==> config.mk <==
export PLATFORM = sky130hd
export DESIGN_NAME = mesh_bounding_box
export DESIGN_NICKNAME = d
export VERILOG_FILES = /design/src/rtl/mbb_pkg.sv /design/src/rtl/mbb_bounds.sv /design/src/rtl/mbb_isqrt.sv /design/src/rtl/mesh_bounding_box.sv
export VERILOG_INCLUDE_DIRS = /design/src /design/src/rtl
export SDC_FILE = /design/constraint.sdc
export NUM_CORES = 2
export LEC_CHECK = 0
export BUFFER_PORTS_ARGS = -buffer_cell sky130_fd_sc_hd__buf_4
export CAP_MARGIN = 20
export CORE_ASPECT_RATIO = 1.2
export CORE_MARGIN = 2
export CORE_UTILIZATION = 25
export DETAILED_ROUTE_END_ITERATION = 7
export PLACE_DENSITY = 0.41
export SLEW_MARGIN = 40
export SYNTH_ARGS = -nofsm -noshare
export SYNTH_HDL_FRONTEND = slang
export SYNTH_SLANG_ARGS = --single-unit
==> constraint.sdc <==
create_clock -name clk -period 12.2 [get_ports clk]
set_input_delay 0 -clock clk [delete_from_list [all_inputs] [get_ports clk]]
set_output_delay 0 -clock clk [all_outputs]
set_load 0.1 [all_outputs]
==> src/rtl/assert_macros.svh <==
// Assertion macros shared by the RTL modules.
`ifndef ASSERT_MACROS_SVH
`define ASSERT_MACROS_SVH

// Same-cycle implication, disabled while reset is asserted.
`define MBB_ASSERT_IMP(label, clk, rst_n, ante, cons) \
	label: assert property (@(posedge clk) disable iff (!rst_n) (ante) |-> (cons)) \
		else $error("assertion failed");

// Next-cycle implication, disabled while reset is asserted.
`define MBB_ASSERT_NXT(label, clk, rst_n, ante, cons) \
	label: assert property (@(posedge clk) disable iff (!rst_n) (ante) |=> (cons)) \
		else $error("assertion failed");

`endif

==> src/rtl/mbb_pkg.sv <==
`default_nettype none

package mbb_pkg;

	localparam int AXES       = 3;
	localparam int FIELD_W    = 32;
	localparam int IN_DATA_W  = AXES * FIELD_W;
	localparam int OUT_WORDS  = 10;
	localparam int OUT_DATA_W = OUT_WORDS * FIELD_W;

	typedef struct packed {
		logic fold;
		logic clear;
	} bnd_ctrl_t;

	typedef struct packed {
		logic busy;
		logic done;
	} sqrt_stat_t;

endpackage

`default_nettype wire

==> src/rtl/mbb_bounds.sv <==
`default_nettype none

`include "assert_macros.svh"

module mbb_bounds #(
	parameter int CW = 32
) (
	input  wire                     clk,
	input  wire                     arst_n,
	input  mbb_pkg::bnd_ctrl_t      ctrl,
	input  logic signed [CW-1:0]    pos  [mbb_pkg::AXES],
	output logic                    seen,
	output logic signed [CW-1:0]    low  [mbb_pkg::AXES],
	output logic signed [CW-1:0]    high [mbb_pkg::AXES]
);

	logic                 seen_q;
	logic signed [CW-1:0] low_q  [mbb_pkg::AXES];
	logic signed [CW-1:0] high_q [mbb_pkg::AXES];

	always_ff @(posedge clk or negedge arst_n) begin
		if (!arst_n) begin
			seen_q <= 1'b0;
			for (int a = 0; a < mbb_pkg::AXES; a++) begin
				low_q[a]  <= '0;
				high_q[a] <= '0;
			end
		end else if (ctrl.clear) begin
			seen_q <= 1'b0;
			for (int a = 0; a < mbb_pkg::AXES; a++) begin
				low_q[a]  <= '0;
				high_q[a] <= '0;
			end
		end else if (ctrl.fold) begin
			seen_q <= 1'b1;
			for (int a = 0; a < mbb_pkg::AXES; a++) begin
				if (!seen_q || pos[a] < low_q[a]) begin
					low_q[a] <= pos[a];
				end
				if (!seen_q || pos[a] > high_q[a]) begin
					high_q[a] <= pos[a];
				end
			end
		end
	end

	assign seen = seen_q;
	assign low  = low_q;
	assign high = high_q;

	`MBB_ASSERT_IMP(a_box_ordered, clk, arst_n, seen_q,
		low_q[0] <= high_q[0] && low_q[1] <= high_q[1] && low_q[2] <= high_q[2])

endmodule

`default_nettype wire

==> src/rtl/mbb_isqrt.sv <==
`default_nettype none

`include "assert_macros.svh"

module mbb_isqrt #(
	parameter int RW = 33
) (
	input  wire                     clk,
	input  wire                     arst_n,
	input  logic                    start,
	input  logic [2*RW-1:0]         radicand,
	output logic [RW-1:0]           root,
	output mbb_pkg::sqrt_stat_t     stat
);

	localparam int CNT_W = $clog2(RW + 1);

	logic [2*RW-1:0]  rad_q;
	logic [RW:0]      rem_q;
	logic [RW-1:0]    root_q;
	logic [CNT_W-1:0] cnt_q;
	logic             busy_q;
	logic             done_q;

	logic [RW+2:0]    cur;
	logic [RW+2:0]    sub;
	logic [RW+2:0]    diff;
	logic             fits;

	always_comb begin
		cur  = {rem_q, rad_q[2*RW-1 -: 2]};
		sub  = (RW+3)'({root_q, 2'b01});
		fits = (cur >= sub);
		diff = cur - sub;
	end

	always_ff @(posedge clk or negedge arst_n) begin
		if (!arst_n) begin
			busy_q <= 1'b0;
			done_q <= 1'b0;
			cnt_q  <= '0;
		end else if (start) begin
			busy_q <= 1'b1;
			done_q <= 1'b0;
			cnt_q  <= '0;
		end else if (busy_q) begin
			cnt_q <= cnt_q + 1'b1;
			if (cnt_q == CNT_W'(RW - 1)) begin
				busy_q <= 1'b0;
				done_q <= 1'b1;
			end
		end else begin
			done_q <= 1'b0;
		end
	end

	always_ff @(posedge clk) begin
		if (start) begin
			rad_q  <= radicand;
			rem_q  <= '0;
			root_q <= '0;
		end else if (busy_q) begin
			rad_q  <= rad_q << 2;
			rem_q  <= fits ? diff[RW:0] : cur[RW:0];
			root_q <= {root_q[RW-2:0], fits};
		end
	end

	assign root        = root_q;
	assign stat.busy   = busy_q;
	assign stat.done   = done_q;

	`MBB_ASSERT_IMP(a_start_when_idle, clk, arst_n, start, !busy_q)

endmodule

`default_nettype wire

==> src/rtl/mesh_bounding_box.sv <==
// Axis-aligned bounding box and bounding-sphere radius of a vertex stream.
// Input requests carry one vertex (x, y, z in signed fixed point) in s_tdata, a
// has-vertex flag in s_tuser and the end of a mesh in s_tlast. A request
// without tlast leaves the block ready again at once, so vertices stream at
// one per clock. A request with tlast starts the result
// sequence: three squarings on one shared multiplier, then a restoring square
// root that retires one root bit per cycle, COORD_WIDTH + 1 steps in all. The
// result is loaded into the output register once the root is done and the
// register is free; s_tready stays low until then. A result waits there
// for m_tready; a new mesh may stream in meanwhile, and only its own end
// waits for the output register to free. The result carries the box, the
// centre and the radius in m_tdata, and the empty flag in m_tuser, which is
// set, with all data zero, when the mesh had no vertex. Reset clears the box
// and the sequencer, and drops m_tvalid.
`default_nettype none

`include "assert_macros.svh"

module mesh_bounding_box #(
	parameter int COORD_WIDTH = 32
) (
	input  wire                               clk,
	input  wire                               arst_n,
	input  wire                               s_tvalid,
	output logic                              s_tready,
	// pos_x, pos_y, pos_z
	input  wire  [mbb_pkg::IN_DATA_W-1:0]     s_tdata,
	// has_vertex
	input  wire                               s_tuser,
	input  wire                               s_tlast,
	output logic                              m_tvalid,
	input  wire                               m_tready,
	// min_x, min_y, min_z, max_x, max_y, max_z, center_x, center_y, center_z, radius
	output logic [mbb_pkg::OUT_DATA_W-1:0]    m_tdata,
	// empty_res
	output logic                              m_tuser
);

	localparam int CW = COORD_WIDTH;
	localparam int RW = CW + 1;
	localparam int FW = mbb_pkg::FIELD_W;

	typedef enum logic [2:0] {
		ST_IDLE,
		ST_MUL,
		ST_GO,
		ST_ROOT,
		ST_OUT
	} state_t;

	state_t                 state_q;
	logic [1:0]             ax_q;
	logic                   prod_vld_s1;
	logic [2*CW-1:0]        prod_s1;
	logic [2*RW-1:0]        sum_q;
	logic [FW-1:0]          data_q [mbb_pkg::OUT_WORDS];
	logic                   empty_q;

	logic signed [CW-1:0]   pos  [mbb_pkg::AXES];
	logic signed [CW-1:0]   low  [mbb_pkg::AXES];
	logic signed [CW-1:0]   high [mbb_pkg::AXES];
	logic                   seen;
	logic [CW-1:0]          ext  [mbb_pkg::AXES];
	logic signed [CW:0]     diff [mbb_pkg::AXES];
	logic signed [CW:0]     csum [mbb_pkg::AXES];
	logic [CW-1:0]          mul_op;
	logic [RW-1:0]          root;
	logic [63:0]            rad_wide;
	logic [FW-1:0]          res  [mbb_pkg::OUT_WORDS];

	mbb_pkg::bnd_ctrl_t     bnd_ctrl;
	mbb_pkg::sqrt_stat_t    sq_stat;
	logic                   accept;
	logic                   load;

	assign s_tready = (state_q == ST_IDLE);
	assign accept   = s_tvalid && s_tready;
	assign load     = (state_q == ST_OUT) && (!m_tvalid || m_tready);

	assign bnd_ctrl.fold  = accept && s_tuser;
	assign bnd_ctrl.clear = load;

	always_comb begin
		for (int a = 0; a < mbb_pkg::AXES; a++) begin
			pos[a]  = s_tdata[FW*a +: CW];
			diff[a] = (CW+1)'(high[a]) - (CW+1)'(low[a]);
			ext[a]  = diff[a][CW-1:0];
			csum[a] = (CW+1)'(high[a]) + (CW+1)'(low[a]);
		end
	end

	always_comb begin
		case (ax_q)
			2'd0:    mul_op = ext[0];
			2'd1:    mul_op = ext[1];
			2'd2:    mul_op = ext[2];
			default: mul_op = '0;
		endcase
	end

	mbb_bounds #(
		.CW(CW)
	) u_bounds (
		.clk    (clk),
		.arst_n (arst_n),
		.ctrl   (bnd_ctrl),
		.pos    (pos),
		.seen   (seen),
		.low    (low),
		.high   (high)
	);

	mbb_isqrt #(
		.RW(RW)
	) u_isqrt (
		.clk      (clk),
		.arst_n   (arst_n),
		.start    (state_q == ST_GO),
		.radicand (sum_q),
		.root     (root),
		.stat     (sq_stat)
	);

	always_comb begin
		rad_wide = 64'(root >> 1);
		for (int a = 0; a < mbb_pkg::AXES; a++) begin
			res[a]     = FW'(low[a]);
			res[3 + a] = FW'(high[a]);
			res[6 + a] = FW'(csum[a] >>> 1);
		end
		res[9] = rad_wide[FW-1:0];
		if (!seen) begin
			for (int w = 0; w < mbb_pkg::OUT_WORDS; w++) begin
				res[w] = '0;
			end
		end
	end

	always_ff @(posedge clk or negedge arst_n) begin
		if (!arst_n) begin
			state_q     <= ST_IDLE;
			ax_q        <= '0;
			prod_vld_s1 <= 1'b0;
			m_tvalid    <= 1'b0;
		end else begin
			if (load) begin
				m_tvalid <= 1'b1;
			end else if (m_tready) begin
				m_tvalid <= 1'b0;
			end
			case (state_q)
				ST_IDLE: begin
					ax_q        <= '0;
					prod_vld_s1 <= 1'b0;
					if (accept && s_tlast) begin
						state_q <= ST_MUL;
					end
				end
				ST_MUL: begin
					ax_q        <= ax_q + 1'b1;
					prod_vld_s1 <= (ax_q != 2'd3);
					if (ax_q == 2'd3) begin
						state_q <= ST_GO;
					end
				end
				ST_GO: begin
					prod_vld_s1 <= 1'b0;
					state_q     <= ST_ROOT;
				end
				ST_ROOT: begin
					if (sq_stat.done) begin
						state_q <= ST_OUT;
					end
				end
				ST_OUT: begin
					if (load) begin
						state_q <= ST_IDLE;
					end
				end
				default: begin
					state_q <= ST_IDLE;
				end
			endcase
		end
	end

	always_ff @(posedge clk) begin
		prod_s1 <= (2*CW)'(mul_op) * (2*CW)'(mul_op);
		if (accept && s_tlast) begin
			sum_q <= '0;
		end else if (prod_vld_s1) begin
			sum_q <= sum_q + (2*RW)'(prod_s1);
		end
		if (load) begin
			data_q  <= res;
			empty_q <= !seen;
		end
	end

	always_comb begin
		for (int w = 0; w < mbb_pkg::OUT_WORDS; w++) begin
			m_tdata[FW*w +: FW] = data_q[w];
		end
	end

	assign m_tuser = empty_q;

	`MBB_ASSERT_IMP(a_empty_is_zero, clk, arst_n, m_tvalid && m_tuser, m_tdata == '0)
	`MBB_ASSERT_NXT(a_last_starts_seq, clk, arst_n, accept && s_tlast, state_q == ST_MUL)
	`MBB_ASSERT_IMP(a_root_only_in_seq, clk, arst_n, sq_stat.busy, state_q == ST_ROOT)

endmodule

`default_nettype wire
* After elaboration in Yosys (flattened, before gate mapping)
Index checks and enable logic that the tools add are counted.
** Word-level totals
- Register bits after elaboration :: 792
- Logic and storage cells :: 129
** Operators by class
- Add/subtract/negate cells :: 10
- Multipliers :: 1
- Magnitude comparators :: 7
- Equality and inequality tests :: 14
- Mux-type cells :: 33
- Reductions and logical operators :: 34
** Operators with widths (count)
- $mux 96 :: 4
- $mux 32 :: 6
- $mux 66 :: 2
- $add 32x32->33 :: 3
- $gt 32x32->1 :: 3
- $lt 32x32->1 :: 3
- $pmux 32 s3 :: 1
- $sub 32x32->32 :: 3
- $add 66x64->66 :: 1
- $mul 32x32->64 :: 1
- $ge 36x35->1 :: 1
- $mux 34 :: 1
- $sub 34x34->34 :: 1
- $reduce_bool 2->1 :: 11
- $pmux 3 s5 :: 1
- $mux 3 :: 4
- $mux 6 :: 2
- $reduce_and 2->1 :: 6
- $mux 1 :: 10
- $logic_or 1x1->1 :: 7
- $add 6x1->6 const B :: 1
- $eq 3x2->1 const B :: 2
- $eq 6x6->1 const B :: 1
- $ne 2x2->1 const B :: 3
- 15 further kinds :: 21

* Logic depth before layout (Yosys ltp)
- Depth after elaboration :: 5
- Gate-level depth with buffers :: 46

* Hierarchy
A second synthesis with hierarchy kept.
** Second synthesis, totals
- Cell total of the unflattened synthesis :: 8177
- Area total of the unflattened synthesis :: 78616.6 um2
** By module, submodules not included
- mesh_bounding_box :: instances 1, cells each 6178, area an instance 57771.7 um2, sequential area each 12396.9 um2
- mbb_bounds :: instances 1, cells each 1210, area an instance 12842.3 um2, sequential area each 4829.6 um2
- mbb_isqrt :: instances 1, cells each 789, area an instance 8002.7 um2, sequential area each 3523.4 um2

* Worst setup path after synthesis
OpenSTA, ideal clock, no wires.
- Path type :: reg-to-reg
- From :: reg u_bounds.low_q (netlist bit u_bounds.low[32])
- To :: reg prod_s1[51]
- Data arrival time :: 9.922 ns
- Data required time :: 12.073 ns
- Setup slack :: 2.151 ns
- Cell stages (with the launch flop) :: 38
- Buffers on the path :: 2
- Clock period less this slack :: 10.049 ns
- Cells stage by stage :: dfrtp_1 ha_1 fa_1 and2b_1 o2111ai_1 nand3b_1 a211oi_1 or2_2 o21ai_1 nand2_1 o21ai_0 xnor2_1 a222oi_1 buf_4 nor2_1 fa_1 fa_1 inv_1 [... 2 more ...] inv_1 fa_1 fa_1 fa_1 fa_1 ha_1 clkbuf_1 a21o_1 a211oi_1 a21oi_1 a21bo_2 a21oi_1 o21bai_1 a211o_1 a21o_1 a221oi_1 o21ai_0 xor2_1
** Between the ends
- Word-level cells in the longest chain between the ends :: 3
** Ends and longest elaborated chain
- from (decl) :: line mbb_bounds.sv:18 : logic signed [CW-1:0] low_q [mbb_pkg::AXES];
- from (signal, indexed assignment) :: line mbb_bounds.sv:38 : low_q[a] <= pos[a];
- $sub 32x32->32 :: line mesh_bounding_box.sv:86 : diff[a] = (CW+1)'(high[a]) - (CW+1)'(low[a]);
- $pmux 32 s3 :: line mesh_bounding_box.sv:93 : case (ax_q)
- $mul 32x32->64 :: line mesh_bounding_box.sv:188 : prod_s1 <= (2*CW)'(mul_op) * (2*CW)'(mul_op);
- to (signal assigned) :: line mesh_bounding_box.sv:188
- to (decl) :: line mesh_bounding_box.sv:54 : logic [2*CW-1:0] prod_s1;
No other way between the ends.
A chain may end at the register's enable or synchronous reset.

* Worst setup path in the final report
- From :: reg u_bounds.low_q (netlist bit u_bounds.low[33])
- To :: reg prod_s1[62]
Same word-level chain as after synthesis.

==> metrics.txt <==
status completed; Die Wd 511 um; Hold Path Class input pin to register; critical hold path startpoint s_tdata[39]; Mean Syn Cell Area 9.43 sq um; drt first pass iters 8; design area 0.0901 sq mm; Post-DP HPWL 230 mm; Worst Path Buf+Inv 5; Highest Clock Rate 85.8 MHz; NumNets Final 10310; vias post-DR 59224; # IOs 425; Slowest Stage Delay on Critical Path 640 ps; total congestion overflow 0; min setup slack post-route 549 ps; DRT iter0 DRCs 3353; die height 612 um; Synth Instances 8172; Reg clk slew, reported paths 60 ps; Arrival @ worst endpoint 12280 ps; Synth Cell Area 0.0771 sq mm; number of global-route vias before repair 63525; share of cells above drive strength 1 0.118; Starting Density 0.251; routed vias/inst 4.63; largest net degree at the start of global routing 100; wire length per cell 22.1 um; Slew Limit Fails 0; Tmin final 11650 ps; yosys warns 0; final setup vio count 0; syn_nets 9836; Clock Sinks 791; Post-Route WL 283 mm; Placed Area 0.0853 sq mm; crit-path max FO 7; initial antenna violation count 16; clock buffer count from CTS 99; Worst Hold Path EP u_bounds.high[39]$_DFFE_PN0P_; Startpoint Class register; IO Port Bufs 424; worst slew pin tran 866 ps; period utilization 0.955; CP top delay family compound AO/OA/AOI/OAI gates; Total GRT Usage 0.179; Critical R2R Capture prod_s1[62]$_DFF_P_; most frequent cells in the layout inv_1, nor2_1, fa_1; clk_lat worst skew 790 ps; flop2flop setup slack 550 ps; r2r worst-path depth 38; r2r startpoint u_bounds.low[33]$_DFFE_PN0P_; most used cell, CP fa_1; Max-cap violations 0; Crit. End Element register; Fin. Hold Viols 0; Slew HR 0.414; RD Place Congestion 0.894; global-route wire length before repair 421 mm; Yosys reg bits 791; sum of negative setup slack 0 ps; Final Skew 89.4 ps; DRC errors left 0; CTS Buffer Depth 3; Post-synth ARST share 0.263; hold path depth 3; sequential fraction of the synthesis area 0.269; H-Tree Depth 3; Die ar. 0.313 sq mm; area growth from synthesis to layout 16.9%; Final ANT Viol Nets 0; Place WS 355 ps; Synth cell types 123; RSZ-0062 raised after global routing no; CTS tree done; CTS root buffer clkbuf_16; Most used DFF post-synth edfxtp_1; critical path class register to register; number of flops mapped to enable cells by yosys 387; core area 0.307 sq mm; Required @ worst endpoint 12830 ps; Crit-path slowest cell a21boi_2; Rows 223; commonest non-fill, non-tap cell in the layout inv_1
## worst register-to-register path: cells and delay by family, from the launching register on
| kind | cells | cell delay (ps) |
|---|---|---|
| flops | 1 | 410 |
| simple gates | 4 | 760 |
| buf+inv | 5 | 340 |
| compound gates | 18 | 5100 |
| fa+ha+maj | 10 | 4760 |
| xor+xnor | 1 | 140 |
## per-stage QoR
step                      instances  utilization  hold WS [ps]
after global routing          12786        0.293          34.1
after floorplan                8172            -          -296
after CTS                     12781        0.293          2.30
after detailed placement      12484        0.278          11.8
final                         12789        0.293          61.1
after global placement        12481        0.277          3.42
## worst max path at each step
stage               depth (start not counted)             endpoint                           from
finish                                     38  prod_s1[62]$_DFF_P_   u_bounds.low[33]$_DFFE_PN0P_
CTS                                        38  prod_s1[62]$_DFF_P_   u_bounds.low[33]$_DFFE_PN0P_
detailed placement                         40  prod_s1[62]$_DFF_P_  u_bounds.high[64]$_DFFE_PN0P_
floorplan                                  37  prod_s1[51]$_DFF_P_   u_bounds.low[32]$_DFFE_PN0P_
global route                               40  prod_s1[62]$_DFF_P_   u_bounds.low[35]$_DFFE_PN0P_
global placement                           40  prod_s1[62]$_DFF_P_  u_bounds.high[64]$_DFFE_PN0P_
## sequential cells by signal (all words and copies together) (netlist names), 2 cells and up
| register | count |
|---|---|
| m_tdata | 320 |
| sum_q | 66 |
| u_bounds.high | 96 |
| u_bounds.low | 96 |
| u_isqrt.cnt_q | 6 |
| u_isqrt.root | 33 |
| u_isqrt.rem_q | 34 |
| prod_s1 | 63 |
| u_isqrt.rad_q | 66 |
| state_q | 3 |
| ax_q | 2 |
## repair_timing
action / CTS / global route
gates resized for setup: 0 / 11
endpoints found under the setup margin: 0 / 11
buffers inserted: 0 / 2
endpoints found under the hold margin: 323 / 0
hold buffers: 109 / 0
## cell usage after synthesis, types with 11 or more instances
library cell / n / area [sq um]
nand2_1: 709 / 2660
buf_1: 24 / 90.1
a211oi_1: 72 / 541
dfrtp_1: 208 / 5200
nor2_2: 15 / 93.8
mux2_2: 133 / 1500
o21ai_1: 14 / 70.1
nor4_1: 19 / 119
o41ai_1: 13 / 114
or3_1: 41 / 257
o21bai_1: 52 / 390
and2_1: 96 / 601
a31oi_1: 37 / 231
o211ai_1: 28 / 210
mux2i_1: 85 / 851
o21a_1: 56 / 420
edfxtp_1: 387 / 11600
o21ai_0: 245 / 1230
ha_1: 751 / 9400
nand3_1: 59 / 295
clkbuf_1: 234 / 878
nor2_1: 949 / 3560
inv_1: 1279 / 4800
a21oi_1: 416 / 2080
xnor2_1: 229 / 2010
a211o_1: 13 / 114
dfxtp_1: 196 / 3920
a22o_1: 37 / 324
and4_1: 11 / 96.3
a21o_1: 182 / 1370
or2_2: 23 / 144
nor2b_1: 63 / 394
nand4_1: 76 / 475
nand2b_1: 107 / 669
buf_2: 48 / 240
fa_1: 811 / 16200
and3_1: 30 / 188
a22oi_1: 14 / 105
nor3_1: 55 / 275
o22ai_1: 21 / 131
xor2_1: 83 / 727
o31ai_1: 24 / 180
## cells by family (layout without fill, tap and decap cells)
logic type,count (synthesis),after routing,share of synthesized area
AO/OA/AOI/OAI,1365,1365,0.117
XOR/XNOR,314,314,0.0359
adder cells (fa/ha/maj),1562,1562,0.333
buffers and inverters,1621,2182,0.0817
flip-flops,791,791,0.269
multiplexers,218,218,0.0305
other,0,6,0
AND/OR/NAND/NOR,2301,2301,0.133
## cell type report
type                            instances  area (sq um)
Fill cell                           32374        217000
Multi-Input combinational cell       5760         50200
Sequential cell                       791         20800
Timing Repair Buffer                  701          5660
Tap cell                             4050          5070
Inverter                             1293          4870
Clock buffer                          127          2740
Clock inverter                         61           808
Antenna cell                            6          15.0
## layer usage
metal	up-vias	wire [um]	track usage	part of all wire
li1	27700	-	-	-
met1	29707	120000	0.220	0.42
met2	1435	141000	0.321	0.50
met3	368	11800	0.0240	0.042
met4	14	9780	0.0566	0.035
met5	-	90	0	0.00032
Power is left out: the tool's default activity adds up to more than one toggle a clock period on the data nets, which glitch-free logic cannot reach.
